$ cat config.mk
export PLATFORM = sky130hd
export DESIGN_NAME = cspc_queue
export DESIGN_NICKNAME = d
export VERILOG_FILES = /design/src/sv/cspc_pkg.sv /design/src/sv/cspc_queue.sv
export SDC_FILE = /design/constraint.sdc
export NUM_CORES = 1
export LEC_CHECK = 0
export BUFFER_PORTS_ARGS = -buffer_cell sky130_fd_sc_hd__buf_2
export CAP_MARGIN = 0
export CORE_MARGIN = 10
export CORE_UTILIZATION = 40
export DETAILED_ROUTE_END_ITERATION = 12
export PLACE_DENSITY = 0.6
export SYNTH_ARGS = -nofsm -noshare
export SYNTH_HDL_FRONTEND = slang
export SYNTH_SLANG_ARGS = --single-unit
$ cat constraint.sdc
create_clock -name clk -period 3.2 [get_ports clk]
set_clock_uncertainty 0.2 [all_clocks]
set_input_delay 0.48 -clock clk [delete_from_list [all_inputs] [get_ports clk]]
set_output_delay 0.48 -clock clk [all_outputs]
set_load 0.02 [all_outputs]
$ cat src/sv/cspc_pkg.sv
`timescale 1ns / 1ps
package cspc_pkg;

	localparam int POW_DEPTH = 1024;
	localparam int IDX_W     = $clog2(POW_DEPTH);
	localparam int W_W       = 17;
	localparam int P_W       = 27;
	localparam int SUM_W     = 28;
	localparam int REM_W     = 29;
	localparam int R_W       = 17;
	localparam int P2_W      = 38;
	localparam int PROD_W    = 2 * P_W;
	localparam int IDXP_W    = R_W + IDX_W + 1;
	localparam int Q_DEPTH   = 4;
	localparam int QPTR_W    = $clog2(Q_DEPTH);

	localparam logic [10:0] C1Q = 11'd1214;
	localparam logic [10:0] C2Q = 11'd1344;

	localparam logic [1:0] CLS_NONE   = 2'd0;
	localparam logic [1:0] CLS_SHADOW = 2'd1;
	localparam logic [1:0] CLS_CLOUD  = 2'd2;
	localparam logic [1:0] CLS_THIN   = 2'd3;

	localparam logic [1:0] REG_CLOUD = 2'd0;
	localparam logic [1:0] REG_THIN  = 2'd1;
	localparam logic [1:0] REG_ALPHA = 2'd2;

	localparam logic [7:0] CLOUD_RED = 8'd255;
	localparam logic [7:0] THIN_RED  = 8'd128;
	localparam logic [7:0] SHAD_BLUE = 8'd255;

	localparam logic [15:0] CLOUD_RST = 16'd700;
	localparam logic [15:0] THIN_RST  = 16'd550;
	localparam logic [7:0]  ALPHA_RST = 8'd50;

	typedef struct packed {
		logic [1:0]     cls;
		logic [P_W-1:0] p;
		logic [P_W-1:0] q;
	} q_entry_t;

	typedef struct packed {
		logic vld;
		logic full;
	} q_status_t;

	typedef logic [W_W-1:0] pow_rom_t [POW_DEPTH];

	// floor(2^16 * (i/(D-1))^0.6), exact in integers
	function automatic pow_rom_t build_pow_rom();
		pow_rom_t    rom;
		logic [127:0] lhs;
		logic [127:0] rhs;
		logic [127:0] dm1;
		logic [127:0] iv;
		logic [17:0]  lo;
		logic [17:0]  hi;
		logic [17:0]  mid;
		dm1 = 128'(POW_DEPTH - 1);
		for (int i = 0; i < POW_DEPTH; i++) begin
			lo = 18'd0;
			hi = 18'd65536;
			iv = 128'(i);
			for (int it = 0; it < 18; it++) begin
				if (lo < hi) begin
					mid = (lo + hi + 18'd1) >> 1;
					lhs = 128'(mid);
					lhs = lhs * 128'(mid) * 128'(mid) * 128'(mid) * 128'(mid);
					lhs = lhs * dm1 * dm1 * dm1;
					rhs = (iv * iv * iv) << 80;
					if (lhs <= rhs) begin
						lo = mid;
					end else begin
						hi = mid - 18'd1;
					end
				end
			end
			rom[i] = lo[W_W-1:0];
		end
		return rom;
	endfunction

endpackage

$ cat src/sv/cspc_queue.sv
`timescale 1ns / 1ps
module cspc_queue
	import cspc_pkg::*;
(
	input  logic      clk,
	input  logic      arst_n,
	input  logic      push,
	input  q_entry_t  entry,
	input  logic      pop,
	output q_entry_t  head,
	output q_status_t q_stat
);

	q_entry_t          mem_q [Q_DEPTH];
	logic [QPTR_W-1:0] wr_q;
	logic [QPTR_W-1:0] rd_q;
	logic [QPTR_W:0]   cnt_q;
	logic              do_pop;

	assign do_pop      = pop && (cnt_q != '0);
	assign head        = mem_q[rd_q];
	assign q_stat.vld  = (cnt_q != '0);
	assign q_stat.full = (cnt_q == (QPTR_W+1)'(Q_DEPTH));

	always_ff @(posedge clk) begin
		if (push) begin
			mem_q[wr_q] <= entry;
		end
	end

	always_ff @(posedge clk or negedge arst_n) begin
		if (!arst_n) begin
			wr_q  <= '0;
			rd_q  <= '0;
			cnt_q <= '0;
		end else begin
			if (push) begin
				wr_q <= wr_q + 1'b1;
			end
			if (do_pop) begin
				rd_q <= rd_q + 1'b1;
			end
			if (push && !do_pop) begin
				cnt_q <= cnt_q + 1'b1;
			end else if (!push && do_pop) begin
				cnt_q <= cnt_q - 1'b1;
			end
		end
	end

endmodule

# Word-level counts from Yosys, hierarchy flattened
# Memory sizes are Yosys's and may differ from the RTL's.
# Cells that the tools add are included.
[op_classes]
addsub = 4
eq_ne = 1
reduce_logical = 7
muxes = 4
[ops]
columns = ["operator", "n"]
rows = [
  ["$mux 3", 2],
  ["$add 2x1->2 const B", 2],
  ["$add 3x1->3 const B", 1],
  ["$eq 3x3->1 const B", 1],
  ["$logic_and 1x1->1", 3],
  ["$reduce_bool 3->1", 1],
  ["$sub 3x1->3 const B", 1],
  ["$logic_not 1->1", 2],
  ["$mux 1", 2],
  ["$reduce_bool 2->1", 1],
]
[totals]
mem_bits_rw = 224
output_inout_bits = 58
mem_count = 1
register_bits = 7
[mem_list]
columns = ["memory", "words", "width", "rd", "rd_ports_with_merged_regs", "wr", "line", "text"]
rows = [
  ["mem_q", 4, 56, 1, 0, 1, "cspc_queue.sv:14", "q_entry_t mem_q [Q_DEPTH];"],
]

# Longest topological paths before layout
[depth]
ltp_word = 5
ltp_mapped = 8

# Worst setup path after synthesis
# OpenSTA, ideal clock, no wires.
[synth_timing]
path_type = "reg2reg"
start = "register wr_q[0]"
end = "memory mem_q[2][0] (netlist name), enable pin"
stages_incl_launch_ff = 4
n_path_buf = 0
t_required_ps = 2580
period_less_slack_ps = 2561
arrival_ps = 1942
setup_time_ps = 420
path_slack_ps = 639
cell_sequence = "dfrtp_1 -> inv_1 -> ha_1 -> and2_1"
[synth_rtl]
columns = ["element", "line", "text"]
rows = [
  ["from (decl)", "cspc_queue.sv:15", "logic [QPTR_W-1:0] wr_q;"],
  ["from (signal assigned)", "cspc_queue.sv:38", "wr_q <= wr_q + 1'b1;"],
  ["to (decl)", "cspc_queue.sv:14", ""],
]
# No word-level cell before the write port.

==> results.md <==
- Status: finished, final reports clean
- Die footprint: 27,500 um^2
- Post_cts resized: 0
- WS Path Type: register to output pin
- Post-CTS Setup Inserts: 0
- Row count: 53
- Worst VDD drop: 522 uV
- Min Tclk post-route: 2760 ps
- Reg-to-reg startpoint: cnt_q[0]$_DFFE_PN0P_
- Routed wire per std cell: ~20 um
- CTS tree: done
- Slowest-stage cell, CP: mux4_2
- CTS Sinks: 231
- Hold Buf Count CTS: 55
- Yosys warns: 0
- Placer congestion estimate: 0.681
- Detail Route Antenna Nets: 0
- Post-synth top area share: 0.791
- Worst Hold Class: primary input to register
- Setup tns final: 0 ps
- Final hold slack: 35.6 ps
- Cell breakdown of the critical path: buf_4 -> mux4_2 -> buf_2
- Pwr/cell area: 928 nW/um^2
- Routed WL: between 15,000 and 20,000 um
- Post-synth net total: between 300 and 400
- RSZ-0062 raised after global routing: no
- Hold path startpoint: entry[11]
- Worst slew pin tran: 583 ps
- Initial DRC count: 212
- Max FO, Critical Path: 19
- Fin. Hold Viols: 0
- Synth Instances: between 300 and 400
- Asr flop ratio synth: 0.0303
- Vias in the first global route: approximately 4,600
- Endpoints failing setup: 0
- Die Span X: approximately 170 um
- Layout cells sized above 1: 0.419
- Slew Viols, Final: 0
- Count leader, synth: edfxtp_1
- Post-synth EDFFs: 224
- Core area: 21,000 um^2
- Max incr delay on CP: 590 ps
- Clock Tree Buf Depth: 3
- CP arrival: 2080 ps
- Period utilization: 0.861
- IO Port Bufs: 117
- Boundary pin count: about 120
- Vias per cell: about 4.9
- Gr usage total: 0.119
- Routed via count: 4,038
- CTS Buf Count: 25
- Final non-filler cell total: between 800 and 900
- Rel. slew slack: 0.611
- Worst path required time: 2520 ps
- Final nets: 591
- Largest net degree at the start of global routing: 40
- Worst setup startpoint: rd_q[0]$_DFFE_PN0P_
- Reg clk slew, reported paths: 60 ps
- Starting density of the core: 0.406
- Distinct cells, synth: 21
- Drt pass-1 iters: 4
- Placed Cells: around 720
- Buf/Inv on CP: 2
- Mapped Avg Cell Area: 26.0 um^2
- Leak: 3.77 nW
- Max Freq: about 360 MHz
- Critical Path End Type: output pin
- Yosys top cell by area: edfxtp_1
- Commonest cells in the netlist: edfxtp_1, mux4_2, dfrtp_1, ha_1
- Primary FF master, synth: edfxtp_1
- Register area share after synthesis: 0.812
- Layout Area Growth over Synthesis: 27.4%
- Worst-skew pair later-pin latency: 510 ps
- HPWL Detailed: 10,200 um
- Total grt overflow: 0
- FF+latch count, synth: 231
- First-pass GRT wire length: approximately 26,000 um
- CTS HTree Levels: 1
- Max-cap violations: 0
- Synthesized area: 8500 um^2
- Largest delay share family, worst path: multiplexers
- Largest cells by area after synthesis: edfxtp_1, mux4_2, dfrtp_1, ha_1, buf_12
- Filler instances: 1,705
- CP startpoint kind: register
- Die height: 166 um
- Root buffer cell: clkbuf_16
- Initial antenna violation count: 1
- Number of remaining DRC errors: 0
## worst register-to-register path, cell delays in order, from the launching register on
cell	delay, ps
dfrtp_1	430
or3_1	430
nand2_1	130
ha_1	200
inv_1	60
fa_1	390
xor2_1	180
nor2_1	110
xor2_1	160
## power breakdown
| group | total (mW) | internal (mW) | switching [mW] |
|---|---|---|---|
| registers | 4.11 | 3.97 | 0.142 |
| clock network | 2.80 | 1.71 | 1.09 |
| logic | 3.14 | 1.29 | 1.85 |
## sequential cells by signal, indices dropped and copies added (netlist names)
| name | count |
|---|---|
| cnt_q | 3 |
| rd_q | 2 |
| mem_q | 224 |
| wr_q | 2 |
## final cells by class
type,instances,area [um^2],share of cell area
timing repair buffer,184,1260,0.117
clock buffer,34,709,0.0655
sequential,231,6910,0.638
antenna,1,2.50,0.000231
tap,275,344,0.0318
multi-input combinational,80,1470,0.136
inverter,3,11.3,0.00104
clock inverter,12,119,0.0110
## worst paths after layout
path	to	slack [ps]	cells past startpoint
worst min register to register	cnt_q[2]$_DFFE_PN0P_	280	1
worst max-delay path	head[37]	440	3
worst max register to register	cnt_q[2]$_DFFE_PN0P_	820	8
min in group asynchronous	cnt_q[0]$_DFFE_PN0P_	140	2
max in group asynchronous	rd_q[1]$_DFFE_PN0P_	2460	2
worst min-delay path	mem_q[0][11]$_DFFE_PP_	40	1
## layout by cell type (no fill, tap or decap), drive strengths merged
master / count
clkinvlp: 1
nor3b: 1
clkbuf: 34
or3: 1
dfrtp: 7
xor2: 3
bufinv: 2
edfxtp: 224
and2: 4
inv: 5
o21ai: 1
xnor2: 3
clkinv: 7
nor2: 1
nand3: 1
dlygate4sd3: 55
nand2: 2
mux4: 56
ha: 5
fa: 1
mux2: 1
buf: 129
diode: 1
## layer usage
metal | vias up | track usage | part of all wire | wire length, um
li1 | 1801 | - | - | -
met1 | 2105 | 0.153 | 0.43 | 7190
met2 | 109 | 0.198 | 0.49 | 8200
met3 | 23 | 0.0329 | 0.060 | 993
met4 | 0 | 0.0270 | 0.013 | 221
met5 | - | 0 | 0 | 0
## cell families after synthesis
kind of cell,Yosys count,synth area share
buffers and inverters,16,0.0156
AO/OA/AOI/OAI,1,0.000588
AND/OR/NAND/NOR,10,0.00648
flip-flops,231,0.812
multiplexers,57,0.150
XOR/XNOR,6,0.00618
adder cells (fa/ha/maj),6,0.00971
## per-stage QoR
stage	utilization	power (mW)	area, um^2	setup slack [ps]
2_1_floorplan	-	6.36	8500	639
3_3_place_gp	0.451	7.30	9450	948
3_5_place_dp	0.451	7.37	9450	840
4_1_cts	0.517	10.3	10800	386
5_1_grt	0.517	10.6	10800	311
6_report	0.517	10.0	10800	445
Power figures use the tool's default switching activity.
