===== config.mk =====
export PLATFORM = sky130hd
export DESIGN_NAME = cspc_front
export DESIGN_NICKNAME = d
export VERILOG_FILES = /design/src/sv/cspc_pkg.sv /design/src/sv/cspc_front.sv
export SDC_FILE = /design/constraint.sdc
export NUM_CORES = 1
export LEC_CHECK = 0
export ABC_CLOCK_PERIOD_IN_PS = 4000
export BUFFER_PORTS_ARGS = -buffer_cell sky130_fd_sc_hd__buf_4
export CAP_MARGIN = 40
export CELL_PAD_IN_SITES_DETAIL_PLACEMENT = 2
export CELL_PAD_IN_SITES_GLOBAL_PLACEMENT = 2
export CORE_ASPECT_RATIO = 1.2
export CORE_MARGIN = 2
export CORE_UTILIZATION = 30
export CTS_CLUSTER_SIZE = 10
export DETAILED_ROUTE_END_ITERATION = 8
export PLACE_DENSITY_LB_ADDON = 0.1
export SLEW_MARGIN = 15
export SYNTH_ARGS = -nofsm -noshare
export SYNTH_HDL_FRONTEND = slang
export SYNTH_SLANG_ARGS = --single-unit
export TNS_END_PERCENT = 50

===== constraint.sdc =====
create_clock -name clk -period 4 [get_ports clk]
set_clock_uncertainty 0.2 [all_clocks]
set_input_delay 0.8 -clock clk [delete_from_list [all_inputs] [get_ports clk]]
set_output_delay 0.8 -clock clk [all_outputs]
set_load 0.01 [all_outputs]

===== src/sv/cspc_pkg.sv =====
`timescale 1ns / 1ps
package cspc_pkg;

	localparam int POW_DEPTH = 1024;
	localparam int IDX_W     = $clog2(POW_DEPTH);
	localparam int W_W       = 17;
	localparam int P_W       = 27;
	localparam int SUM_W     = 28;
	localparam int REM_W     = 29;
	localparam int R_W       = 17;
	localparam int P2_W      = 38;
	localparam int PROD_W    = 2 * P_W;
	localparam int IDXP_W    = R_W + IDX_W + 1;
	localparam int Q_DEPTH   = 4;
	localparam int QPTR_W    = $clog2(Q_DEPTH);

	localparam logic [10:0] C1Q = 11'd1214;
	localparam logic [10:0] C2Q = 11'd1344;

	localparam logic [1:0] CLS_NONE   = 2'd0;
	localparam logic [1:0] CLS_SHADOW = 2'd1;
	localparam logic [1:0] CLS_CLOUD  = 2'd2;
	localparam logic [1:0] CLS_THIN   = 2'd3;

	localparam logic [1:0] REG_CLOUD = 2'd0;
	localparam logic [1:0] REG_THIN  = 2'd1;
	localparam logic [1:0] REG_ALPHA = 2'd2;

	localparam logic [7:0] CLOUD_RED = 8'd255;
	localparam logic [7:0] THIN_RED  = 8'd128;
	localparam logic [7:0] SHAD_BLUE = 8'd255;

	localparam logic [15:0] CLOUD_RST = 16'd700;
	localparam logic [15:0] THIN_RST  = 16'd550;
	localparam logic [7:0]  ALPHA_RST = 8'd50;

	typedef struct packed {
		logic [1:0]     cls;
		logic [P_W-1:0] p;
		logic [P_W-1:0] q;
	} q_entry_t;

	typedef struct packed {
		logic vld;
		logic full;
	} q_status_t;

	typedef logic [W_W-1:0] pow_rom_t [POW_DEPTH];

	// floor(2^16 * (i/(D-1))^0.6), exact in integers
	function automatic pow_rom_t build_pow_rom();
		pow_rom_t    rom;
		logic [127:0] lhs;
		logic [127:0] rhs;
		logic [127:0] dm1;
		logic [127:0] iv;
		logic [17:0]  lo;
		logic [17:0]  hi;
		logic [17:0]  mid;
		dm1 = 128'(POW_DEPTH - 1);
		for (int i = 0; i < POW_DEPTH; i++) begin
			lo = 18'd0;
			hi = 18'd65536;
			iv = 128'(i);
			for (int it = 0; it < 18; it++) begin
				if (lo < hi) begin
					mid = (lo + hi + 18'd1) >> 1;
					lhs = 128'(mid);
					lhs = lhs * 128'(mid) * 128'(mid) * 128'(mid) * 128'(mid);
					lhs = lhs * dm1 * dm1 * dm1;
					rhs = (iv * iv * iv) << 80;
					if (lhs <= rhs) begin
						lo = mid;
					end else begin
						hi = mid - 18'd1;
					end
				end
			end
			rom[i] = lo[W_W-1:0];
		end
		return rom;
	endfunction

endpackage


===== src/sv/cspc_front.sv =====
`timescale 1ns / 1ps
module cspc_front
	import cspc_pkg::*;
(
	input  logic            clk,
	input  logic            arst_n,
	input  logic            in_valid,
	output logic            in_stall,
	input  logic [15:0]     blue_sample,
	input  logic [15:0]     band_a_sample,
	input  logic [15:0]     band_b_sample,
	input  logic [15:0]     cloud_level,
	input  logic [15:0]     thin_cloud_level,
	input  q_status_t       q_stat,
	output logic            push,
	output q_entry_t        entry
);

	logic     vld_s1;
	q_entry_t ent_s1;
	logic     hold;
	logic [1:0] cls_pre;

	assign hold     = vld_s1 && q_stat.full;
	assign in_stall = hold;
	assign push     = vld_s1 && !q_stat.full;
	assign entry    = ent_s1;

	always_comb begin
		if (blue_sample > cloud_level) begin
			cls_pre = CLS_CLOUD;
		end else if (blue_sample > thin_cloud_level) begin
			cls_pre = CLS_THIN;
		end else begin
			cls_pre = CLS_NONE;
		end
	end

	always_ff @(posedge clk or negedge arst_n) begin
		if (!arst_n) begin
			vld_s1 <= 1'b0;
		end else if (!hold) begin
			vld_s1 <= in_valid;
		end
	end

	always_ff @(posedge clk) begin
		if (!hold && in_valid) begin
			ent_s1.cls <= cls_pre;
			ent_s1.p   <= P_W'(C1Q * band_a_sample);
			ent_s1.q   <= P_W'(C2Q * band_b_sample);
		end
	end

endmodule


Yosys cells after proc, flatten, opt, wreduce, memory -nomap -nowiden --
Cells that the tools add are included.
Word-level totals: bits in registers 50, bits of input ports 85, output and inout port bits 58, word-level logic and storage cells 14
Cells by class: multiply operators 2, $lt $le $gt $ge 2, multiplexer cells 1, reductions and logical operators 5
Operators with widths (number):
- $gt 16x16->1 | 2
- $mul 10x16->26 const A | 1
- $mul 5x16->21 const A | 1
- $logic_and 1x1->1 | 3
- $logic_not 1->1 | 2
- $mux 2 | 1

Logic depth before layout (Yosys ltp) --
depth after elaboration 3, gate-level depth with buffers 18, depth with buffers taken out 17

Least setup slack after synthesis --
No wires, ideal clock.
path type input to register, from input port band_a_sample[10], to register ent_s1 (netlist bit entry[50]) (data pin), setup time 0.260 ns, data arrival time 4.880 ns, data required time 3.540 ns, path slack -1.340 ns, stages 16, buffers on the path 1, path through fa_1 > fa_1 > fa_1 > fa_1 > inv_1 > fa_1 > inv_1 > ha_1 > clkbuf_1 > a21o_1 > a21o_1 > a21oi_1 > o221ai_2 > a41o_1 > a21oi_2 > xnor2_1
Between the ends: cells in the longest elaborated chain, start to end 1
Ends and longest elaborated chain:
- from (decl) | RTL line cspc_front.sv:10 | input logic [15:0] band_a_sample,
- $mul 10x16->26 | RTL line cspc_front.sv:50 | ent_s1.p <= P_W'(C1Q * band_a_sample);
- to (decl) | RTL line cspc_front.sv:20 | q_entry_t ent_s1;
No other way between the ends. A chain may end at the register's enable or synchronous reset.

Worst setup path after layout --
from input port band_a_sample[8], to register ent_s1 (netlist bit entry[50]) (data pin)
The elaborated chain is that of the path after synthesis.

==> metrics.yaml <==
powerDensity_mw_per_mm2: 843.7
io_buffers: 134
r2r_slack_ns: 2.34
dpl.hpwl_um: 19260
period_share: 1.263
cts_max_level: 2
synth_edf_count: 49
yosys-top-cells-area: "ha_1 27%, fa_1 20%, edfxtp_1 20%"
avgSynthCellArea_um2: 10.28
wl_met1_um: 8635
via_per_inst: 4.610
cap_violations: 0
critPathArrivalTime_ns: 4.90
hold_class: "input port to asynchronous set/reset pin"
ys_ff_latch: 50
die_w_um: 147.1
ys_seq_area_frac: 0.2030
yosys.cell_types.count: 48
whs_ns: 0.05118
preCtsSetupSlack_ns: -1.514
crit_buf_inv: 4
drive_gt1_frac: 0.3631
cp_max_fo: 5
drc: 0
track_usage: 0.1738
clk_pin_slew_worst_paths_ns: 0.08
cts_root_buffer: "clkbuf_16"
setup_viol: 22
vdd_ir_drop_max_mv: 0.4380
wl_met3_um: 484
cts_max_path_buffers: 2
power.total_mw: 8.824
cts_tree: "done"
final_hold_viol_count: 0
synthFlopType: "edfxtp_1"
critPathKind: "input port to flip-flop"
antenna_found_initial: 0
leakage_nw: 5.420
gp_congestion: 0.8045
grt_pass1_vias: 7341
crit_family: "adder cells"
ant_nets: 0
p_comb_frac: 0.832
p_seq_frac: 0.116
cts_made_buffers: 5
cts.sinks: 50
vias: 6072
grt_pass1_wl_um: 36340
syn-cell-area_mm2: 0.007372
status: "finished with violations"
wl_met2_um: 12630
rows: 62
dp_cells: 1296
max_freq_mhz: 197.9
reg2reg_from: "vld_s1$_DFFE_PN0N_"
n_antenna_cell: 0
grt_overflow_total: 0
dieArea_mm2: 0.02585
path_cells: "buf_6 -> fa_1 -> fa_1 -> fa_1 -> fa_1 -> inv_1 -> fa_1 -> inv_2 -> ha_4 -> and3_4 -> a32oi_2 -> buf_4 -> o221ai_4 -> a41o_1 -> a21oi_2 -> xnor2_1"
io-pin-count: 143
synth_top_area_frac: 0.2749
post_drt_wl_per_cell_um: 16.68
drt_iter0_drc: 88
initial_core_util: 0.3066
die_h_um: 175.7
holdBufCountCts: 0
netlist_instances: 717
crit_top_cell: "fa_1"
final_max_slew_viol_count: 0
synth_most_common_cell: "inv_1"
drt-total-wl_um: 21970
clk_latency_ns: 0.30
grt_max_degree: 31
synthArstFlopShare: 0.02000
core_mm2: 0.02405
synthTopCellsByCount: "169 x inv_1, 162 x ha_1, 75 x fa_1"
required_ns: 3.85
worst_slack_ns: -1.054
dr.pass1.iters: 4
end_kind: "flip-flop"
switchingPower_mw: 3.866
fin_nets: 1318
power.share.switching: 0.4381
highest-signal-layer: "met4"
finalCriticalPeriod_ns: 5.054
p_clk_frac: 0.052
internal_power_mw: 4.958
syn_to_final_growth_pct: 41.87
slowest_delay_ns: 0.55
setup.worst_path.start: "band_a_sample[8]"
slowest_stage: "fa_1"
failed_checks: "setup timing"
startpoint_type: "input port"
yosysTopAreaCell: "ha_1"
fin_cells: 1317
yosysWarnings: 0
rsz0062_at_grt: "true"
==> final cells by class <==
cell class / count / area (µm²)
inverters: 169 / 636.9
repair buffers: 277 / 2153
clock inverters: 1 / 5.005
well taps: 320 / 400.4
clock buffers: 7 / 142.6
fillers: 2562 / 13590
multi-input cells: 493 / 5624
flip-flops and latches: 50 / 1496
==> layer usage <==
metal | GRT usage | up-vias
met5 | 0 | -
met4 | 0.02965 | 0
met3 | 0.01766 | 13
met2 | 0.3598 | 77
met1 | 0.1894 | 3021
li1 | - | 2961
==> metrics by stage <==
stage,TNS [ns],instance area [µm²],utilization
after floorplan,-14.09,7550,-
after global placement,-23.00,9852,0.4097
after detailed placement,-25.68,9852,0.4097
after CTS,-15.01,10280,0.4274
after global routing,-17.84,10460,0.4349
final,-15.20,10460,0.4349
==> logic make-up (layout without fill, tap and decap cells) <==
family	after synthesis	count (layout)	synth area share
other	1	7	0.0005087
AND/OR/NAND/NOR	74	74	0.05211
AO/OA/AOI/OAI	139	139	0.1278
XOR/XNOR	36	36	0.04277
buffers and inverters	180	454	0.09521
flip-flops	50	50	0.2030
adder cells (fa/ha/maj)	237	237	0.4786
==> timing repair <==
action | 4_1_cts | 5_1_grt
buffers inserted | 11 | 4
resized for setup | 45 | 33
pin swaps | 34 | 22
setup endpoints to repair | 25 | 25
==> final timing paths <==
| kind | endpoint | depth (start not counted) |
|---|---|---|
| worst max-delay path | entry[50]$_DFFE_PP_ | 16 |
| worst min-delay path | vld_s1$_DFFE_PN0N_ | 1 |
| worst max register to register | entry[53]$_DFFE_PP_ | 3 |
| worst min register to register | vld_s1$_DFFE_PN0N_ | 2 |
| max in group asynchronous | vld_s1$_DFFE_PN0N_ | 1 |
| min in group clk | entry[6]$_DFFE_PP_ | 1 |
==> sequential cells by signal (all words and copies together), names as in the netlist <==
register / count
entry: 49
vld_s1: 1
==> cell usage in the layout, fill, tap and decap left out, types with 10 or more instances in the layout <==
master and count:
ha_4 11, o21ai_0 11, ha_1 146, a21o_1 28, a21oi_1 32, buf_6 11
nor2_1 11, inv_1 159, fa_1 75, xnor2_1 23, nand2_1 17, edfxtp_1 49
nand4_1 10, buf_4 263
==> power by group through the flow <==
stage               registers [mW]  clock network, mW  logic, mW
CTS                           1.03              0.472       6.85
global route                  1.04              0.487       8.09
detailed placement            1.04                  0       6.00
finish                        1.02              0.455       7.34
global placement              1.04                  0       5.78
floorplan                     1.10                  0       3.50
Power figures use the tool's default switching activity.
